**src/hw/rtl/glmf_pkg.sv**
```systemverilog
// ----------------------------------------------------------------------------
// glmf_pkg: shared definitions for the grid local maximum finder
// Field widths, register map, controller states and the four-neighbor test.
// ----------------------------------------------------------------------------
`default_nettype none

package glmf_pkg;

  // Payload field widths
  localparam int SAMPLE_W   = 16;
  localparam int PEAK_ROW_W = 10;
  localparam int PEAK_COL_W = 5;
  localparam int OUT_DATA_W = 16;

  // Configuration register widths and limits
  localparam int ROWS_CFG_W = 11;
  localparam int COLS_CFG_W = 6;
  localparam int MAX_ROWS   = 1024;
  localparam int MAX_COLS   = 32;

  // Configuration port
  localparam int CFG_ADDR_W = 3;
  localparam int CFG_DATA_W = 32;

  // Register indexes (word address)
  localparam logic REG_GRID_ROWS = 1'b0;
  localparam logic REG_GRID_COLS = 1'b1;

  // Controller states
  typedef enum logic {
    ST_RUN,
    ST_FLUSH
  } state_t;

  // A cell is a peak if it is not below any neighbor that exists
  function automatic logic peak_test(
    input logic signed [SAMPLE_W-1:0] self,
    input logic                       has_up,
    input logic signed [SAMPLE_W-1:0] up,
    input logic                       has_left,
    input logic signed [SAMPLE_W-1:0] left,
    input logic                       has_right,
    input logic signed [SAMPLE_W-1:0] right,
    input logic                       has_down,
    input logic signed [SAMPLE_W-1:0] down
  );
    logic below;
    below = (has_up && (self < up)) || (has_left && (self < left)) ||
            (has_right && (self < right)) || (has_down && (self < down));
    return !below;
  endfunction

endpackage

`default_nettype wire

```
**src/hw/rtl/glmf_cell.sv**
```systemverilog
// ----------------------------------------------------------------------------
// glmf_cell: one column slot of the line store
// Holds one sample of the row above and one of the row two above; shifts
// toward column zero on every transaction or loads at the entry slot.
// ----------------------------------------------------------------------------
`default_nettype none

module glmf_cell (
  input  wire logic                                  clk,
  input  wire logic                                  shift_en,
  input  wire logic                                  entry,
  input  wire logic signed [glmf_pkg::SAMPLE_W-1:0]  rec_ins,
  input  wire logic signed [glmf_pkg::SAMPLE_W-1:0]  old_ins,
  input  wire logic signed [glmf_pkg::SAMPLE_W-1:0]  rec_nbr,
  input  wire logic signed [glmf_pkg::SAMPLE_W-1:0]  old_nbr,
  output logic signed      [glmf_pkg::SAMPLE_W-1:0]  rec_q,
  output logic signed      [glmf_pkg::SAMPLE_W-1:0]  old_q
);

  logic signed [glmf_pkg::SAMPLE_W-1:0] rec_r, rec_nxt;
  logic signed [glmf_pkg::SAMPLE_W-1:0] old_r, old_nxt;

  // Entry slot takes the new values, others take the neighbor's
  always_comb begin
    rec_nxt = entry ? rec_ins : rec_nbr;
    old_nxt = entry ? old_ins : old_nbr;
  end

  // Payload only, no reset
  always_ff @(posedge clk) begin
    if (shift_en) begin
      rec_r <= rec_nxt;
      old_r <= old_nxt;
    end
  end

  assign rec_q = rec_r;
  assign old_q = old_r;

endmodule

`default_nettype wire

```
**src/hw/rtl/glmf_line_chain.sv**
```systemverilog
// ----------------------------------------------------------------------------
// glmf_line_chain: two-row line store built as a chain of cells
// New samples enter at the slot of the last grid column and move one slot
// toward column zero per transaction, so slot zero always holds the cell
// above the incoming sample and slot one the cell above and to the right.
// ----------------------------------------------------------------------------
`default_nettype none

module glmf_line_chain #(
  parameter int MAX_COLS = glmf_pkg::MAX_COLS
) (
  input  wire logic                                  clk,
  input  wire logic                                  shift_en,
  input  wire logic [((MAX_COLS > 1) ? $clog2(MAX_COLS) : 1)-1:0] col_last,
  input  wire logic signed [glmf_pkg::SAMPLE_W-1:0]  sample,
  output logic signed      [glmf_pkg::SAMPLE_W-1:0]  mid,
  output logic signed      [glmf_pkg::SAMPLE_W-1:0]  up,
  output logic signed      [glmf_pkg::SAMPLE_W-1:0]  right
);

  localparam int COL_W = (MAX_COLS > 1) ? $clog2(MAX_COLS) : 1;

  logic signed [glmf_pkg::SAMPLE_W-1:0] rec_q [MAX_COLS];
  logic signed [glmf_pkg::SAMPLE_W-1:0] old_q [MAX_COLS];

  // Row of cells; the top slot wraps its neighbor input to the sample
  for (genvar i = 0; i < MAX_COLS; i++) begin : g_cell
    logic signed [glmf_pkg::SAMPLE_W-1:0] rec_nbr;
    logic signed [glmf_pkg::SAMPLE_W-1:0] old_nbr;

    if (i == MAX_COLS - 1) begin : g_top
      assign rec_nbr = sample;
      assign old_nbr = rec_q[0];
    end else begin : g_mid
      assign rec_nbr = rec_q[i+1];
      assign old_nbr = old_q[i+1];
    end

    glmf_cell u_cell (
      .clk      (clk),
      .shift_en (shift_en),
      .entry    (col_last == COL_W'(i)),
      .rec_ins  (sample),
      .old_ins  (rec_q[0]),
      .rec_nbr  (rec_nbr),
      .old_nbr  (old_nbr),
      .rec_q    (rec_q[i]),
      .old_q    (old_q[i])
    );
  end

  // Taps at the head of the chain
  assign mid = rec_q[0];
  assign up  = old_q[0];

  if (MAX_COLS > 1) begin : g_right
    assign right = rec_q[1];
  end else begin : g_no_right
    assign right = '0;
  end

endmodule

`default_nettype wire

```
**src/hw/rtl/grid_local_maximum_finder_top.sv**
```systemverilog
// ----------------------------------------------------------------------------
// grid_local_maximum_finder_top: four-neighbor local maximum finder
// A result above the last row is registered in the cycle after the sample
// below it is taken. Throughput: one sample per cycle while the output
// accepts; after a grid's final sample input stalls while last-row flags drain.
// Reset: synchronous; grid set to 1x1, raster position and last-row flags
// cleared; the line store cells are not reset and are filled per grid.
// ----------------------------------------------------------------------------
`default_nettype none

module grid_local_maximum_finder_top #(
  parameter int MAX_COLS = glmf_pkg::MAX_COLS
) (
  input  wire logic                                clk,
  input  wire logic                                rst_n,
  // APB-style configuration port
  input  wire logic                                cfg_psel,
  input  wire logic                                cfg_penable,
  input  wire logic                                cfg_pwrite,
  input  wire logic [glmf_pkg::CFG_ADDR_W-1:0]     cfg_paddr,
  input  wire logic [glmf_pkg::CFG_DATA_W-1:0]     cfg_pwdata,
  output logic      [glmf_pkg::CFG_DATA_W-1:0]     cfg_prdata,
  output logic                                     cfg_pready,
  // Sample stream
  input  wire logic                                in_tvalid,
  output logic                                     in_tready,
  input  wire logic [glmf_pkg::SAMPLE_W-1:0]       in_tdata,   // [15:0] sample
  // Peak stream
  output logic                                     out_tvalid,
  input  wire logic                                out_tready,
  output logic      [glmf_pkg::OUT_DATA_W-1:0]     out_tdata,  // [9:0] peak_row,
                                                               // [14:10] peak_col
  output logic                                     out_tlast   // last_of_run
);

  localparam int COL_W = (MAX_COLS > 1) ? $clog2(MAX_COLS) : 1;
  localparam int VW    = glmf_pkg::SAMPLE_W;
  localparam int RW    = glmf_pkg::PEAK_ROW_W;

  glmf_pkg::state_t state_r, state_nxt;

  logic [glmf_pkg::ROWS_CFG_W-1:0] grid_rows_r;
  logic [glmf_pkg::COLS_CFG_W-1:0] grid_cols_r;

  logic [RW-1:0]          row_r;
  logic [COL_W-1:0]       col_r;
  logic [MAX_COLS-1:0]    flags_r, flags_nxt;
  logic [MAX_COLS-1:0]    flush_vec_r;
  logic [RW-1:0]          flush_row_r;

  logic signed [VW-1:0]   left_hold_r, prev1_r, prev2_r;

  logic                                  out_valid_r;
  logic [RW-1:0]                         out_row_r;
  logic [glmf_pkg::PEAK_COL_W-1:0]       out_col_r;
  logic                                  out_last_r;

  logic                                  cfg_wr;
  logic                                  cfg_idx;
  logic [glmf_pkg::ROWS_CFG_W-1:0]       rows_eff;
  logic [glmf_pkg::COLS_CFG_W-1:0]       cols_eff;
  logic [RW-1:0]                         row_last;
  logic [COL_W-1:0]                      col_last;

  logic                  in_fire, out_space, flush_load;
  logic                  restart, last_row, last_col, last_pix;
  logic [RW-1:0]         r;
  logic [COL_W-1:0]      c;
  logic signed [VW-1:0]  x, mid, up, right;
  logic                  dec, f_left, f_here, any_flag;
  logic [MAX_COLS-1:0]   low_oh, rest;
  logic [COL_W-1:0]      low_idx;

  // --------------------------------------------------------------------------
  // Configuration port
  // --------------------------------------------------------------------------
  assign cfg_pready = 1'b1;
  assign cfg_wr     = cfg_psel & cfg_penable & cfg_pwrite & cfg_pready;
  assign cfg_idx    = cfg_paddr[2];

  always_ff @(posedge clk) begin
    if (!rst_n) begin
      grid_rows_r <= glmf_pkg::ROWS_CFG_W'(1);
      grid_cols_r <= glmf_pkg::COLS_CFG_W'(1);
    end else if (cfg_wr) begin
      case (cfg_idx)
        glmf_pkg::REG_GRID_ROWS: grid_rows_r <= cfg_pwdata[glmf_pkg::ROWS_CFG_W-1:0];
        glmf_pkg::REG_GRID_COLS: grid_cols_r <= cfg_pwdata[glmf_pkg::COLS_CFG_W-1:0];
        default: ;
      endcase
    end
  end

  always_comb begin
    case (cfg_idx)
      glmf_pkg::REG_GRID_ROWS: cfg_prdata = glmf_pkg::CFG_DATA_W'(grid_rows_r);
      glmf_pkg::REG_GRID_COLS: cfg_prdata = glmf_pkg::CFG_DATA_W'(grid_cols_r);
      default:                 cfg_prdata = '0;
    endcase
  end

  // Out-of-range sizes clamp to the supported range
  always_comb begin
    if (grid_rows_r == '0)
      rows_eff = glmf_pkg::ROWS_CFG_W'(1);
    else if (grid_rows_r > glmf_pkg::ROWS_CFG_W'(glmf_pkg::MAX_ROWS))
      rows_eff = glmf_pkg::ROWS_CFG_W'(glmf_pkg::MAX_ROWS);
    else
      rows_eff = grid_rows_r;

    if (grid_cols_r == '0)
      cols_eff = glmf_pkg::COLS_CFG_W'(1);
    else if (grid_cols_r > glmf_pkg::COLS_CFG_W'(MAX_COLS))
      cols_eff = glmf_pkg::COLS_CFG_W'(MAX_COLS);
    else
      cols_eff = grid_cols_r;

    row_last = RW'(rows_eff - glmf_pkg::ROWS_CFG_W'(1));
    col_last = COL_W'(cols_eff - glmf_pkg::COLS_CFG_W'(1));
  end

  // --------------------------------------------------------------------------
  // Line store
  // --------------------------------------------------------------------------
  assign x = $signed(in_tdata);

  glmf_line_chain #(
    .MAX_COLS (MAX_COLS)
  ) u_chain (
    .clk      (clk),
    .shift_en (in_fire),
    .col_last (col_last),
    .sample   (x),
    .mid      (mid),
    .up       (up),
    .right    (right)
  );

  // --------------------------------------------------------------------------
  // Per-sample decisions
  // --------------------------------------------------------------------------
  assign in_fire   = in_tvalid & in_tready;
  assign out_space = !out_valid_r || out_tready;

  always_comb begin
    restart  = (row_r > row_last) || (col_r > col_last);
    r        = restart ? '0 : row_r;
    c        = restart ? '0 : col_r;
    last_row = (r == row_last);
    last_col = (c == col_last);
    last_pix = last_row && last_col;

    // Cell above the incoming sample
    dec = (r != '0) &&
          glmf_pkg::peak_test(mid, r > RW'(1), up, c != '0, left_hold_r,
                              c < col_last, right, 1'b1, x);

    // Last row: cell to the left now has its right neighbor
    f_left = glmf_pkg::peak_test(prev1_r, r != '0, left_hold_r, c > COL_W'(1),
                                 prev2_r, 1'b1, x, 1'b0, '0);
    // Last cell of the grid has all its neighbors
    f_here = glmf_pkg::peak_test(x, r != '0, mid, c != '0, prev1_r,
                                 1'b0, '0, 1'b0, '0);

    flags_nxt = restart ? '0 : flags_r;
    for (int i = 0; i < MAX_COLS; i++) begin
      if (last_row && (c != '0) && (COL_W'(i) == c - COL_W'(1)))
        flags_nxt[i] = f_left;
      if (last_pix && (COL_W'(i) == c))
        flags_nxt[i] = f_here;
    end
    any_flag = |flags_nxt;
  end

  // Lowest pending last-row flag
  always_comb begin
    low_oh  = flush_vec_r & (~flush_vec_r + MAX_COLS'(1));
    rest    = flush_vec_r & ~low_oh;
    low_idx = '0;
    for (int i = 0; i < MAX_COLS; i++) begin
      if (low_oh[i])
        low_idx = low_idx | COL_W'(i);
    end
  end

  // --------------------------------------------------------------------------
  // Controller
  // --------------------------------------------------------------------------
  always_comb begin
    state_nxt = state_r;
    case (state_r)
      glmf_pkg::ST_RUN: begin
        if (in_fire && last_pix && any_flag)
          state_nxt = glmf_pkg::ST_FLUSH;
      end
      glmf_pkg::ST_FLUSH: begin
        if (flush_load && (rest == '0))
          state_nxt = glmf_pkg::ST_RUN;
      end
      default: state_nxt = glmf_pkg::ST_RUN;
    endcase
  end

  always_comb begin
    in_tready  = 1'b0;
    flush_load = 1'b0;
    case (state_r)
      glmf_pkg::ST_RUN:   in_tready  = out_space;
      glmf_pkg::ST_FLUSH: flush_load = out_space;
      default: ;
    endcase
  end

  always_ff @(posedge clk) begin
    if (!rst_n)
      state_r <= glmf_pkg::ST_RUN;
    else
      state_r <= state_nxt;
  end

  // Raster position and last-row flags
  always_ff @(posedge clk) begin
    if (!rst_n) begin
      row_r       <= '0;
      col_r       <= '0;
      flags_r     <= '0;
      flush_vec_r <= '0;
    end else if (cfg_wr) begin
      row_r   <= '0;
      col_r   <= '0;
      flags_r <= '0;
    end else if (in_fire) begin
      if (last_pix) begin
        row_r       <= '0;
        col_r       <= '0;
        flags_r     <= '0;
        flush_vec_r <= flags_nxt;
      end else begin
        flags_r <= flags_nxt;
        if (last_col) begin
          row_r <= r + RW'(1);
          col_r <= '0;
        end else begin
          row_r <= r;
          col_r <= c + COL_W'(1);
        end
      end
    end else if (flush_load) begin
      flush_vec_r <= rest;
    end
  end

  // Neighbor history, payload only
  always_ff @(posedge clk) begin
    if (in_fire) begin
      left_hold_r <= mid;
      prev1_r     <= x;
      prev2_r     <= prev1_r;
      if (last_pix)
        flush_row_r <= r;
    end
  end

  // --------------------------------------------------------------------------
  // Output register
  // --------------------------------------------------------------------------
  always_ff @(posedge clk) begin
    if (!rst_n)
      out_valid_r <= 1'b0;
    else if (in_fire)
      out_valid_r <= dec;
    else if (flush_load)
      out_valid_r <= 1'b1;
    else if (out_tready)
      out_valid_r <= 1'b0;
  end

  always_ff @(posedge clk) begin
    if (in_fire && dec) begin
      out_row_r  <= r - RW'(1);
      out_col_r  <= glmf_pkg::PEAK_COL_W'(c);
      out_last_r <= !(last_pix && any_flag);
    end else if (flush_load) begin
      out_row_r  <= flush_row_r;
      out_col_r  <= glmf_pkg::PEAK_COL_W'(low_idx);
      out_last_r <= (rest == '0);
    end
  end

  assign out_tvalid = out_valid_r;
  assign out_tdata  = {1'b0, out_col_r, out_row_r};
  assign out_tlast  = out_last_r;

  // --------------------------------------------------------------------------
  // Assertions
  // --------------------------------------------------------------------------
  a_flush_entry: assert property (@(posedge clk) disable iff (!rst_n)
    (in_fire && last_pix && any_flag) |=> (state_r == glmf_pkg::ST_FLUSH))
    else $error("final sample with last-row peaks did not start the flush");

  a_run_no_pending: assert property (@(posedge clk) disable iff (!rst_n)
    (state_r == glmf_pkg::ST_RUN) |-> (flush_vec_r == '0))
    else $error("last-row flags pending outside the flush");

  a_flush_not_empty: assert property (@(posedge clk) disable iff (!rst_n)
    (state_r == glmf_pkg::ST_FLUSH) |-> (flush_vec_r != '0))
    else $error("flush state with no flag left to send");

  a_flush_tlast: assert property (@(posedge clk) disable iff (!rst_n)
    flush_load |=> (out_tvalid && (out_tlast == (flush_vec_r == '0))))
    else $error("flush transaction marked last at the wrong place");

  a_cfg_restart: assert property (@(posedge clk) disable iff (!rst_n)
    cfg_wr |=> ((row_r == '0) && (col_r == '0) && (flags_r == '0)))
    else $error("register write did not restart the grid");

endmodule

`default_nettype wire
```
**config.mk**
```make
export PLATFORM = sky130hd
export DESIGN_NAME = grid_local_maximum_finder_top
export DESIGN_NICKNAME = d
export VERILOG_FILES = /design/src/hw/rtl/glmf_pkg.sv /design/src/hw/rtl/glmf_cell.sv /design/src/hw/rtl/glmf_line_chain.sv /design/src/hw/rtl/grid_local_maximum_finder_top.sv
export SDC_FILE = /design/constraint.sdc
export NUM_CORES = 2
export LEC_CHECK = 0
export ABC_CLOCK_PERIOD_IN_PS = 81400
export BUFFER_PORTS_ARGS = -buffer_cell sky130_fd_sc_hd__buf_2
export CAP_MARGIN = 10
export CORE_MARGIN = 5
export CORE_UTILIZATION = 55
export CTS_BUF_LIST = sky130_fd_sc_hd__clkbuf_8
export CTS_CLUSTER_DIAMETER = 200
export DETAILED_ROUTE_END_ITERATION = 10
export PLACE_DENSITY = 0.71
export SYNTH_ARGS = -nofsm -noshare
export SYNTH_HDL_FRONTEND = slang
export SYNTH_SLANG_ARGS = --single-unit
```
**constraint.sdc**
```tcl
create_clock -name clk -period 81.4 [get_ports clk]
set_input_delay 8.14 -clock clk [delete_from_list [all_inputs] [get_ports clk]]
set_output_delay 8.14 -clock clk [all_outputs]
set_load 0.03 [all_outputs]
```
== After elaboration in Yosys (flattened, before gate mapping) ==
Index checks and enable logic that the tools add are counted.

* Bits in registers: 1164
* Latch bits: 0
* RAM bits: 0
* Bits in read-only memories: 0
* Input port bits: 58
* Word-level logic and storage cells: 572
* Memories: 0

* Add/subtract/negate cells: 7
* Multipliers: 0
* Divide/modulo/power cells: 0
* Magnitude comparators: 16
* Equal/unequal tests: 103
* Shift operators: 0
* Mux-type cells: 254
* Bitwise operators: 9
* Reductions and logical operators: 106

{| class="wikitable"
|+ Operator list
! kind !! count
|-
| $mux W16 || 62
|-
| $mux W32 || 23
|-
| $mux W10 || 23
|-
| $mux W5 || 37
|-
| $eq A5 B5 Y1 const A || 32
|-
| $lt A16 B16 Y1 || 9
|-
| $mux W1 || 83
|-
| $eq A4 B5 Y1 const A || 16
|-
| $logic_and A1 B1 Y1 || 79
|-
| $eq A5 B5 Y1 const B || 15
|-
| $and A32 B32 Y32 || 2
|-
| $not A32 Y32 || 2
|-
| $pmux W32 S2 || 1
|-
| $mux W11 || 5
|-
| $eq A3 B5 Y1 const A || 8
|-
| $eq A5 B4 Y1 const B || 8
|-
| $add A32 B1 Y32 const B || 1
|-
| $logic_not A32 Y1 || 1
|-
| $mux W4 || 8
|-
| $reduce_or A32 Y1 || 1
|-
| $mux W6 || 5
|-
| $eq A2 B5 Y1 const A || 4
|-
| $eq A5 B3 Y1 const B || 4
|-
| $sub A10 B1 Y10 const B || 2
|-
| 35 further kinds || 64
|}

== Depth between registers and ports, before layout ==
* Depth in word-level cells: 37
* Gate-level depth with buffers: 37
* Gate-level depth less buffers: 28

== By module ==
Synthesis repeated with hierarchy kept, for this count alone.

* Cell total of the unflattened synthesis: 3877
* Area total of the unflattened synthesis: 62135.8 um2

{| class="wikitable"
|+ Modules (own cells, without submodules)
! module !! times used !! cells each !! area an instance (um2)
|-
| glmf_cell || 32 || 68 || 1505.2
|-
| grid_local_maximum_finder_top || 1 || 1654 || 13748.2
|-
| glmf_line_chain || 1 || 47 || 221.5
|}

== Least setup slack after synthesis ==
Ideal clock, no wire load.

* Path type: input port to flip-flop
* From: input out_tready
* To: register flush_vec_r[24]
* Library setup time: 0.145 ns
* Arrival: 40.719 ns
* Data required time: 81.255 ns
* Slack: 40.536 ns
* Stages: 9
* Buffers on the path: 2
* Path through: nand2b_1 > nor2b_1 > nand2_1 > inv_1 > clkbuf_1 > clkbuf_1 > o21ai_0 > a22oi_1 > nor2b_1

* Word-level cells in the longest chain between the ends: 8
* Elaborated cells between the ends (all ways): 12

{| class="wikitable"
|+ Ends and longest elaborated chain
! what !! RTL line !! RTL
|-
| start: declaration || grid_local_maximum_finder_top.sv:30 || <nowiki>input wire logic out_tready,</nowiki>
|-
| $logic_or A1 B1 Y1 (*) || grid_local_maximum_finder_top.sv:143 || <nowiki>assign out_space = !out_valid_r || out_tready;</nowiki>
|-
| $mux W1 (*) || grid_local_maximum_finder_top.sv:207 || <nowiki>case (state_r)</nowiki>
|-
| named net in_tready || grid_local_maximum_finder_top.sv:26 || <nowiki>output logic in_tready,</nowiki>
|-
| $and A1 B1 Y1 (*) || grid_local_maximum_finder_top.sv:142 || <nowiki>assign in_fire = in_tvalid & in_tready;</nowiki>
|-
| named net in_fire || grid_local_maximum_finder_top.sv:65 || <nowiki>logic in_fire, out_space, flush_load;</nowiki>
|-
| $mux W32 || grid_local_maximum_finder_top.sv:232 || <nowiki>end else if (in_fire) begin</nowiki>
|-
| $mux W32 || grid_local_maximum_finder_top.sv:228 || <nowiki>end else if (cfg_wr) begin</nowiki>
|-
| $mux W32 || grid_local_maximum_finder_top.sv:223 || <nowiki>if (!rst_n) begin</nowiki>
|-
| $mux W32 || grid_local_maximum_finder_top.sv:228 ||
|-
| $mux W32 || grid_local_maximum_finder_top.sv:223 ||
|-
| end signal: assignment || grid_local_maximum_finder_top.sv:237 || <nowiki>flush_vec_r <= flags_nxt;</nowiki>
|-
| end signal: assignment || grid_local_maximum_finder_top.sv:249 || <nowiki>flush_vec_r <= rest;</nowiki>
|-
| end: declaration || grid_local_maximum_finder_top.sv:48 || <nowiki>logic [MAX_COLS-1:0] flush_vec_r;</nowiki>
|}

Mark *: on every way through the listed nets, which the timed path passes. The rest lies on a longest branch. The select of a mux whose other input is x is not followed.
A chain may end at the register's enable or synchronous reset.

== Worst setup path after layout ==
* From: input cfg_paddr[2] in the netlist's numbering
* To: output cfg_prdata[4] in the netlist's numbering

* Word-level cells in the longest chain between the ends: 2

{| class="wikitable"
|+ Ends and longest elaborated chain
! what !! RTL line !! RTL
|-
| start: declaration || grid_local_maximum_finder_top.sv:20 || <nowiki>input wire logic [glmf_pkg::CFG_ADDR_W-1:0] cfg_paddr,</nowiki>
|-
| $not A1 Y1 || grid_local_maximum_finder_top.sv:95 || <nowiki>case (cfg_idx)</nowiki>
|-
| $pmux W32 S2 (*) || grid_local_maximum_finder_top.sv:95 ||
|-
| end: declaration || grid_local_maximum_finder_top.sv:22 || <nowiki>output logic [glmf_pkg::CFG_DATA_W-1:0] cfg_prdata,</nowiki>
|}

Mark *: on every way between the ends. The rest lies on a longest branch, timed or not. The select of a mux whose other input is x is not followed.

==> impl_results.md <==
- Clk buf depth: 3
- GR Util met2: 35.50%
- CTS tree: done
- Fillers: between 7000 and 8000
- Synth cell count leaders: edfxtp_1 (1066), mux2_2 (766), nand2_1 (430), o21ai_0 (327), clkbuf_1 (273)
- # clock sinks: roughly 1200
- Worst Setup Slack post-DPL: 64.24 ns
- Crit Path Class: in -> out
- Final worst slack: approximately 64 ns
- Synth warn: 0
- WP data arrival: ~9 ns
- Worst hold path type: reg -> reg
- Root Buffer: clkbuf_8
- Final Skew: roughly 0.074 ns
- Leakage power: about 0.022 uW
- Fmax achieved: 0.05829 GHz
- Resized cells post-CTS: 0
- Detailed Routing Iterations Pass 1: 6
- Gp weighted congestion: between 0.8 and 0.9
- Mapped cell area: 55110 sq um
- Met3 Usage GRT: 4.466%
- Via density per instance: approximately 5.9
- CP required: approximately 73 ns
- Async S/R FF share, synth: 0%
- Multi-input logic area: 19590 sq um
- First-pass GRT wire length: about 190000 um
- Clk slew on worst S/H paths: about 0.060 ns
- PortBufs: 63
- Dpl cell area: 56520 sq um
- Startpoint Class: input port
- Top_reg_cell synth: edfxtp_1
- Initial antenna violation count: 3
- Post-CTS setup buffers: 0
- Total design power: about 1400 uW
- Final Hold Viols: 0
- Met1 usage: between 30% and 40%
- Max Cap Viol: 0
- Yosys top cell area share: roughly 58%
- Worst slew pin tran: 1.142 ns
- Mean routed wirelength per cell: between 20 and 25 um
- Io pins: between 100 and 150
- Vias in the first global route: about 33000
- Dpl cells: roughly 5300
- PwrDens: 22.93 nW/um^2
- H-tree depth: 4
- Initial Util: a little under three fifths
- Post-synth cell types: 86
- Die area: ~110000 sq um
- #FFs+latches synth: approximately 1200
- Mapped Avg Cell Area: between 10 and 15 sq um
- Final instance area: roughly 60000 sq um
- Pin count of the biggest net entering global routing: around 200
- Via count: 33270
- Sequential share of the synthesized area: roughly 62%
- Synth area leader: edfxtp_1
- Gr busiest metal: met2
- VDD IR-drop max: around 16 uV
- Mapped Cells: between 4000 and 5000
- Sequential cell area: about 34000 sq um
- # setup viols final: 0
- Total Wirelength: ~120000 um
- # rows: between 100 and 150
- Fin crit period: between 15 and 20 ns
- Cell Count, Final, Fillers Out: 5612
- Synth area leaders: edfxtp_1 (58%), mux2_2 (16%), dfxtp_1 (3.6%)
- Aggregate global-route resource usage: ~22%
- Outcome: finished clean
- Most frequent cell after synthesis: edfxtp_1
- Ratio of cells with drive above 1 in the final layout: between 20% and 30%
- Maximum fanout along the worst path: 20
- Hpwl dp: 72000 um
- Post-CTS Hold Buffers: 0
- Area Overhead vs Synth: 8.812%
- Residual DRC count: 0
- Die width: around 330 um
- Total congestion overflow: 0
- Iter 0 DRT Violations: 3013
- Nets@finish: 4375
- CP Capture Type: primary output
- Die H: ~330 um
- Max-slew violation count: 0
- Slew HR: 23.85%
- Clk_lat worst skew: roughly 0.86 ns
- Antenna-violating nets left: 0
- CORE AREA: approximately 100000 sq um
- TritonCTS Buffers: approximately 190
- Post-synth EDFFs: 1066
- Period utilization: roughly a fifth
- Post-route setup TNS: 0 ns
- RSZ-0062 raised after global routing: no
==> final cells by class <==
class                           count  area share, %
Sequential cell                  1164          56.66
Inverter                          131         0.8326
Timing Repair Buffer              127          1.390
Multi-Input combinational cell   2560          32.67
Tap cell                         1298          2.709
Clock inverter                    132          1.204
Antenna cell                        3        0.01252
Clock buffer                      197          4.522
==> logic make-up (layout without fill, tap and decap cells) <==
family / Yosys count / in the layout / synth area share (%)
flops: 1164 / 1164 / 61.65
xor+xnor: 18 / 18 / 0.3111
simple gates: 919 / 919 / 7.917
fa+ha+maj: 153 / 153 / 3.433
compound gates: 651 / 651 / 7.189
other cells: 2 / 26 / 0.01363
buf+inv: 452 / 587 / 3.288
mux: 796 / 796 / 16.20
==> per-layer routing <==
metal	vias to the layer above	share of wire, %
li1	15530	-
met4	2	3.3
met1	16550	44
met5	-	0.011
met3	258	6.0
met2	931	46
==> path summary, 6_finish.rpt <==
check	startpoint	to	slack (ns)	depth (start not counted)
setup / recovery	cfg_paddr[2]	cfg_prdata[4]	64.24	3
hold / removal	flags_r[18]	flags_r[18]	0.49	2
setup reg to reg	grid_cols_r[2]	state_r	71.02	28
hold reg to reg	flags_r[18]	flags_r[18]	0.49	2
==> where the power goes <==
group | internal (uW) | total, uW | switching [uW]
logic | 57.1 | 164 | 107
registers | 727 | 746 | 18.5
clock network | 237 | 466 | 229
total | 1020 | 1380 | 354
==> critical path, cell delays in order <==
cell and delay (ns):
buf_2 0.30, mux2_2 0.39, buf_2 0.18
==> stage by stage <==
stage	utilization, %	hold WS, ns
detailed placement	56.68	0.4774
global route	60.13	0.5190
CTS	60.13	0.4869
floorplan	-	0.4412
finish	60.14	0.4906
global placement	56.68	0.4550
==> flip-flops by register name, summed over array words and instances, names as in the netlist, 6 cells and up <==
signal	flops
flags_r	32
flush_row_r	10
flush_vec_r	32
grid_cols_r	6
grid_rows_r	11
out_row_r	10
prev2_r	16
row_r	10
u_chain.g_cell.u_cell.old_q	512
u_chain.g_cell.u_cell.rec_q	512
==> placed cells by master, fill, tap and decap left out, types with 36 or more instances in the layout <==
cell type and n:
a22oi_1 48, nand3_1 56, clkbuf_8 197, mux2_2 766, nor2_1 107, inv_1 200, buf_4 61, edfxtp_1 1066
buf_2 63, nor2b_1 79, nand2_1 430, o21ai_0 326, a21oi_1 77, dfxtp_1 98, ha_1 144, nor3_1 43
clkinv_1 36
No activity file was read; power rests on OpenSTA's default activity.
